## config.mk

```make
export PLATFORM = sky130hd
export DESIGN_NAME = floor_request_table_scheduler
export DESIGN_NICKNAME = d
export VERILOG_FILES = /design/src/rtl/frts_pkg.sv /design/src/rtl/frts_cell.sv /design/src/rtl/floor_request_table_scheduler.sv
export SDC_FILE = /design/constraint.sdc
export NUM_CORES = 1
export LEC_CHECK = 0
export BUFFER_PORTS_ARGS = -buffer_cell sky130_fd_sc_hd__buf_2
export CORE_ASPECT_RATIO = 1.4
export CORE_MARGIN = 3
export CORE_UTILIZATION = 67
export DETAILED_ROUTE_END_ITERATION = 16
export HOLD_SLACK_MARGIN = 0.03
export PLACE_DENSITY_LB_ADDON = 0.2
export SYNTH_ARGS = -nofsm -noshare
export SYNTH_HDL_FRONTEND = slang
export SYNTH_SLANG_ARGS = --single-unit
```

## constraint.sdc

```tcl
create_clock -name i_clk -period 10.6 [get_ports i_clk]
set_clock_uncertainty 0.05 [all_clocks]
set_input_delay 2.12 -clock i_clk [delete_from_list [all_inputs] [get_ports i_clk]]
set_output_delay 2.12 -clock i_clk [all_outputs]
set_load 0.01 [all_outputs]
```

## src/rtl/frts_pkg.sv

```systemverilog
`default_nettype none
package frts_pkg;

    localparam int TABLE_DEPTH = 16;
    localparam int FLOOR_BITS  = 8;
    localparam int MAX_RESULTS = 16;
    localparam int CNT_W       = $clog2(TABLE_DEPTH + 1);
    localparam int RES_W       = $clog2(MAX_RESULTS + 1);

    localparam logic [1:0] OP_ADD  = 2'd0;
    localparam logic [1:0] OP_TAKE = 2'd1;
    localparam logic [1:0] OP_FIND = 2'd2;
    localparam logic [1:0] OP_NOP  = 2'd3;

    localparam logic [1:0] DIR_ANY     = 2'd0;
    localparam logic [1:0] DIR_UP      = 2'd1;
    localparam logic [1:0] DIR_DOWN    = 2'd2;
    localparam logic [1:0] DIR_INVALID = 2'd3;
    localparam logic [1:0] DIR_NONE    = 2'd0;

    localparam logic [1:0] ST_OK   = 2'd0;
    localparam logic [1:0] ST_FULL = 2'd1;
    localparam logic [1:0] ST_NONE = 2'd2;

    typedef struct packed {
        logic [1:0] op;
        logic [7:0] floor;
        logic [7:0] end_floor;
        logic [1:0] direction;
        logic       same_direction;
    } t_in_item;

    typedef struct packed {
        logic [1:0] status;
        logic [7:0] start_floor;
        logic [7:0] dest_floor;
        logic       last;
    } t_out_item;

    typedef struct packed {
        logic [FLOOR_BITS-1:0] start;
        logic [FLOOR_BITS-1:0] dest;
    } t_entry;

    typedef struct packed {
        logic en;
        logic sel_feed;
    } t_cell_ctl;

    function automatic logic [1:0] travel_dir(input logic [FLOOR_BITS-1:0] s,
                                              input logic [FLOOR_BITS-1:0] d);
        if (d > s) begin
            return DIR_UP;
        end else if (d < s) begin
            return DIR_DOWN;
        end
        return DIR_NONE;
    endfunction

endpackage
`default_nettype wire

```

## src/rtl/frts_cell.sv

```systemverilog
`default_nettype none
module frts_cell
    import frts_pkg::*;
(
    input  wire logic      i_clk,
    input  wire t_cell_ctl i_ctl,
    input  wire t_entry    i_next,
    input  wire t_entry    i_feed,
    output t_entry         o_entry
);

    t_entry r_entry;

    always_ff @(posedge i_clk) begin
        if (i_ctl.en) begin
            r_entry <= i_ctl.sel_feed ? i_feed : i_next;
        end
    end

    assign o_entry = r_entry;

endmodule
`default_nettype wire

```

## src/rtl/floor_request_table_scheduler.sv

```systemverilog
`default_nettype none
// An add writes its entry, then reports; take and find first scan the N stored
// requests, stalling while a result waits on the output register, then report.
// One transaction at a time: a new one is accepted only once the last one has ended.
// The scan rotates the cell ring one entry per cycle past the head cell while no take stalls it.
// Reset (synchronous, active low) empties the table; entry contents are kept.
module floor_request_table_scheduler
    import frts_pkg::*;
(
    input  wire logic      i_clk,
    input  wire logic      i_rst_n,
    input  wire logic      i_in_valid,
    output logic           o_in_ready,
    input  wire t_in_item  i_in_data,
    output logic           o_out_valid,
    input  wire logic      i_out_ready,
    output t_out_item      o_out_data
);

    t_entry    w_cell [TABLE_DEPTH];
    t_cell_ctl w_ctl  [TABLE_DEPTH];
    t_entry    w_feed;

    logic            r_busy,  n_busy;
    t_in_item        r_req,   n_req;
    logic [CNT_W-1:0] r_count, n_count;
    logic [CNT_W-1:0] r_step,  n_step;
    logic [RES_W-1:0] r_nres,  n_nres;
    logic            r_have_pend, n_have_pend;
    t_entry          r_pend,  n_pend;
    logic            r_found, n_found;
    logic [FLOOR_BITS-1:0] r_best, n_best;
    logic [FLOOR_BITS-1:0] r_bestdist, n_bestdist;
    logic            r_out_valid, n_out_valid;
    t_out_item       r_out,   n_out;

    t_entry          w_head;
    logic [1:0]      w_td;
    logic            w_hit, w_ok, w_remove, w_go, w_out_free, w_scan, w_write;
    logic [FLOOR_BITS-1:0] w_dist;

    genvar g;
    generate
        for (g = 0; g < TABLE_DEPTH; g++) begin : g_cell
            frts_cell u_cell (
                .i_clk   (i_clk),
                .i_ctl   (w_ctl[g]),
                .i_next  (w_cell[(g + 1) % TABLE_DEPTH]),
                .i_feed  (w_feed),
                .o_entry (w_cell[g])
            );
        end
    endgenerate

    assign w_head     = w_cell[0];
    assign w_out_free = !r_out_valid || i_out_ready;
    assign w_scan     = r_busy && (r_step != '0);
    assign w_td       = travel_dir(w_head.start, w_head.dest);
    assign w_dist     = (w_head.start >= r_req.floor) ? w_head.start - r_req.floor
                                                      : r_req.floor - w_head.start;

    always_comb begin
        w_hit = (w_head.start == r_req.floor)
             && (r_req.direction == DIR_ANY || w_td == r_req.direction)
             && (r_nres < RES_W'(MAX_RESULTS));
        case (r_req.direction)
            DIR_ANY:  w_ok = 1'b1;
            DIR_UP:   w_ok = w_head.start >= r_req.floor;
            DIR_DOWN: w_ok = w_head.start <= r_req.floor;
            default:  w_ok = 1'b0;
        endcase
        if (r_req.direction != DIR_ANY && r_req.same_direction && w_td != r_req.direction) begin
            w_ok = 1'b0;
        end
    end

    assign w_remove = w_scan && (r_req.op == OP_TAKE) && w_hit;
    assign w_go     = w_scan && !(w_remove && r_have_pend && !w_out_free);
    assign w_write  = r_busy && (r_step == '0) && (r_req.op == OP_ADD) && w_out_free
                   && (r_count < CNT_W'(TABLE_DEPTH));
    assign w_feed   = w_write ? t_entry'{start: r_req.floor, dest: r_req.end_floor} : w_head;

    always_comb begin
        for (int i = 0; i < TABLE_DEPTH; i++) begin
            w_ctl[i].en       = w_go || (w_write && r_count == CNT_W'(i));
            w_ctl[i].sel_feed = w_write || (!w_remove && r_count == CNT_W'(i + 1));
        end
    end

    always_comb begin
        n_busy      = r_busy;
        n_req       = r_req;
        n_count     = r_count;
        n_step      = r_step;
        n_nres      = r_nres;
        n_have_pend = r_have_pend;
        n_pend      = r_pend;
        n_found     = r_found;
        n_best      = r_best;
        n_bestdist  = r_bestdist;
        n_out_valid = r_out_valid && !i_out_ready;
        n_out       = r_out;

        if (!r_busy) begin
            if (i_in_valid) begin
                n_busy      = 1'b1;
                n_req       = i_in_data;
                n_step      = (i_in_data.op == OP_TAKE || i_in_data.op == OP_FIND) ? r_count : '0;
                n_nres      = '0;
                n_have_pend = 1'b0;
                n_found     = 1'b0;
            end
        end else if (r_step != '0) begin
            if (w_go) begin
                n_step = r_step - 1'b1;
                if (w_remove) begin
                    n_count     = r_count - 1'b1;
                    n_nres      = r_nres + 1'b1;
                    n_have_pend = 1'b1;
                    n_pend      = w_head;
                    if (r_have_pend) begin
                        n_out_valid = 1'b1;
                        n_out = '{status: ST_OK, start_floor: r_pend.start,
                                  dest_floor: r_pend.dest, last: 1'b0};
                    end
                end
                if (r_req.op == OP_FIND && w_ok && (!r_found || w_dist < r_bestdist)) begin
                    n_found    = 1'b1;
                    n_best     = w_head.start;
                    n_bestdist = w_dist;
                end
            end
        end else if (r_req.op != OP_ADD && r_req.op != OP_TAKE && r_req.op != OP_FIND) begin
            n_busy = 1'b0;
        end else if (w_out_free) begin
            n_busy      = 1'b0;
            n_out_valid = 1'b1;
            n_out       = '{status: ST_NONE, start_floor: '0, dest_floor: '0, last: 1'b1};
            case (r_req.op)
                OP_ADD: begin
                    n_out.status = w_write ? ST_OK : ST_FULL;
                    if (w_write) begin
                        n_count = r_count + 1'b1;
                    end
                end
                OP_TAKE: begin
                    if (r_have_pend) begin
                        n_out = '{status: ST_OK, start_floor: r_pend.start,
                                  dest_floor: r_pend.dest, last: 1'b1};
                    end
                    n_have_pend = 1'b0;
                end
                OP_FIND: begin
                    if (r_found) begin
                        n_out.status      = ST_OK;
                        n_out.start_floor = r_best;
                    end
                end
                default: begin
                    n_out_valid = r_out_valid && !i_out_ready;
                end
            endcase
        end
    end

    always_ff @(posedge i_clk) begin
        if (!i_rst_n) begin
            r_busy      <= 1'b0;
            r_count     <= '0;
            r_step      <= '0;
            r_have_pend <= 1'b0;
            r_out_valid <= 1'b0;
        end else begin
            r_busy      <= n_busy;
            r_count     <= n_count;
            r_step      <= n_step;
            r_have_pend <= n_have_pend;
            r_out_valid <= n_out_valid;
        end
        r_req      <= n_req;
        r_nres     <= n_nres;
        r_pend     <= n_pend;
        r_found    <= n_found;
        r_best     <= n_best;
        r_bestdist <= n_bestdist;
        r_out      <= n_out;
    end

    assign o_in_ready  = !r_busy;
    assign o_out_valid = r_out_valid;
    assign o_out_data  = r_out;

endmodule
`default_nettype wire
```

==> metrics.cfg <==
[outcome]
outcome=finished clean

[worst_setup_path]
crit_chain=inv_1 > ha_1 > inv_1 > fa_1 > a21oi_1 > o211ai_1 > a21oi_1 > a21oi_1 > o221ai_1 > a31oi_1 > xnor2_1 > ha_1 > o21a_1 > o21a_1 > a311oi_1 > nor2_1 > nor3_2
cpLargestDelayFamily=compound AO/OA/AOI/OAI gates
crit_buf_inv=2
start_kind=flip-flop
worstPathArrival_ns=5.56
endpoint_kind=flip-flop
path_class=reg -> reg
cpPeakStageDelay_ns=0.97
reg2reg_depth=17
worst-path-stages=17
reg2reg_slack_ns=5.11
required_ns=10.66
critical_path.most_common_cell=a21oi_1
critPathMaxFanout=16
cpMaxStageDelayCell=nor3_2

[synthesis]
netlist_instances=1068
syn_area_um2=16480
yosys_warnings=0
syn_nets=1137
synth_top_area_share_pct=60.85
yosys.area.top_type=edfxtp_1
synth_edf_count=334
postSynthAreaPerCell_um2=15.43
synth.distinct_cells=65
seq_area_frac_synth_pct=62.43
synthFlopType=edfxtp_1
synth-async-reset-ratio_pct=0
synth-seq-cells=347
ys_top_cells_by_area=edfxtp_1, mux2_2, mux2_4

[clocking]
root_buffer=clkbuf_16
clk_latency_ns=0.50
cts_sinks=347
ctsResizeCount=0
cts_hold_buf=0
cts_tree=built
cts.reportedPaths.clkPinSlew_ns=0.06
numCtsBuffers=35
clk_path_buf_depth=3
htreeDepth=2
post_cts_buffers=0

[pwr]
vdd.ir_drop.worst_v=0.0001481
p_leak_uw=0.006357
power_density_nw_per_um2=185.5

[min_path]
worst_hold_path.num_cells=2
min_path_type=reg -> reg

[drt]
drtAntennaViolNets=0
wl_per_cell_um=20.32
vias=8737
drc=0
routed_wl_um=29350
drt-initial-drc-count=508
via_per_inst=6.051
firstDrtPassIters=5

[timing]
finalHoldViolations=0
setup_viol=0
max_freq_mhz=182.0
rsz0062_at_grt=no
worst_slew_pin_slew_ns=1.234
post-route-min-period_ns=5.495
slew_viol_final=0
slew_headroom_pct=17.29
min_period_over_period_pct=51.84
tns_ns=0
fin_ws_ns=5.105

[placement]
port_buffers=45
gp_congestion=0.9109
post-place-ws_ns=5.164
dp_hpwl_um=20650

[cells_and_area]
antenna_cells=0
final_core_util_pct=74.51
nFillCells=1511
drive_above_1_share_pct=34.04
nNetsFinal=1178
syn_to_final_growth_pct=8.752

[flow_run]
max_cap_viol_count=0

[die]
io_pins=46
start_util_pct=68.51
coreArea_um2=24060
num_rows=67
dieArea_um2=26550
die_y_um=191.6
fp.dieW_um=138.6

[global_routing]
grt_pass1_wl_um=48450
grt_use_total_pct=22.69
grt_overflow=0
antenna_found_initial=0
grt_pass1_vias=9302
grt_max_degree=46

-- where the power goes --
part           switching (µW)  total (µW)  internal (µW)
clock                     494        1160            663
sequential               37.5        1670           1630
combinational             286         497            211
total                     817        3320           2510
-- sequential cells by signal, indices dropped and copies added (netlist names) --
name / cells
g_cell.u_cell.o_entry: 256
o_out_data: 19
o_out_valid: 1
r_best: 8
r_bestdist: 8
r_busy: 1
r_count: 5
r_found: 1
r_have_pend: 1
r_nres: 5
r_pend: 16
r_req: 21
r_step: 5
-- final cells by class --
class / instances / area [µm²] / area share (%)
flip-flops and latches: 347 / 10290 / 57.40
multi-input cells: 614 / 5647 / 31.50
clock buffers: 45 / 913.4 / 5.095
well taps: 310 / 387.9 / 2.164
repair buffers: 63 / 360.3 / 2.010
inverters: 48 / 180.2 / 1.005
clock inverters: 17 / 147.6 / 0.8236
-- layer usage --
layer / GRT usage, % / vias up / routed length, µm
met2: 42.33 / 209 / 15980
met3: 3.163 / 82 / 1098
met1: 25.59 / 4351 / 10870
li1: - / 4095 / -
met4: 11.03 / 0 / 1394
met5: 0 / - / 0
-- placed cells by master (no fill, tap or decap), drive strengths merged, types with 3 or more instances in the layout --
cell type	instances
and2	10
nor3	18
clkbuf	45
inv	50
a22oi	9
a21o	7
nand3	13
and3	5
xnor2	9
a31oi	11
nor2	29
o21ai	45
or2	3
edfxtp	334
o21a	5
mux2	241
ha	42
a31o	5
clkinv	11
a21oi	32
nor2b	4
nand4	6
xor2	3
buf	63
nand2	76
dfxtp	13
mux2i	8
-- cells in the mapped netlist (all sizes together), types with 2 or more instances --
cell type and number:
edfxtp 334, mux2 241, nand2 76, inv 47, buf 45, o21ai 45
ha 42, a21oi 32, nor2 29, nor3 18, clkbuf 14, dfxtp 13
nand3 13, a31oi 11, and2 10, a22oi 9, xnor2 9, mux2i 8
a21o 7, nand4 6, a31o 5, and3 5, o21a 5, nor2b 4
or2 3, xor2 3, a21boi 2, a311oi 2, a41oi 2, fa 2
nand2b 2, o211ai 2, o221a 2, o221ai 2, o311ai 2
-- stage by stage --
step | cells | hold WS (ns) | total power (µW) | cell area [µm²]
after floorplan | 1068 | 0.3764 | 2074 | 16480
after global placement | 1382 | 0.4131 | 2172 | 16860
after detailed placement | 1382 | 0.4261 | 2195 | 16860
after CTS | 1444 | 0.4343 | 3346 | 17930
after global routing | 1444 | 0.4604 | 3451 | 17930
final | 1444 | 0.4339 | 3324 | 17930
-- kinds of logic after synthesis --
kind of cell             Yosys count  share of synthesized area [%]
flip-flops                       347                          62.43
XOR/XNOR                          12                         0.6377
AND/OR/NAND/NOR                  173                          5.139
AO/OA/AOI/OAI                    136                          5.974
adder cells (fa/ha/maj)           44                          3.431
multiplexers                     249                          19.00
buffers and inverters            107                          3.393
-- final timing paths --
path                                from        end
min                            r_step[1]  r_step[1]
min reg2reg                    r_step[1]  r_step[1]
max          g_cell[0].u_cell.o_entry[8]  r_best[6]
max reg2reg  g_cell[0].u_cell.o_entry[8]  r_best[6]
-- worst min-delay path: stages (launching register included) --
cell and delay, ns:
dfxtp_1 0.32, nand2_1 0.06, mux2i_1 0.05
No activity file was read; power rests on OpenSTA's default activity.
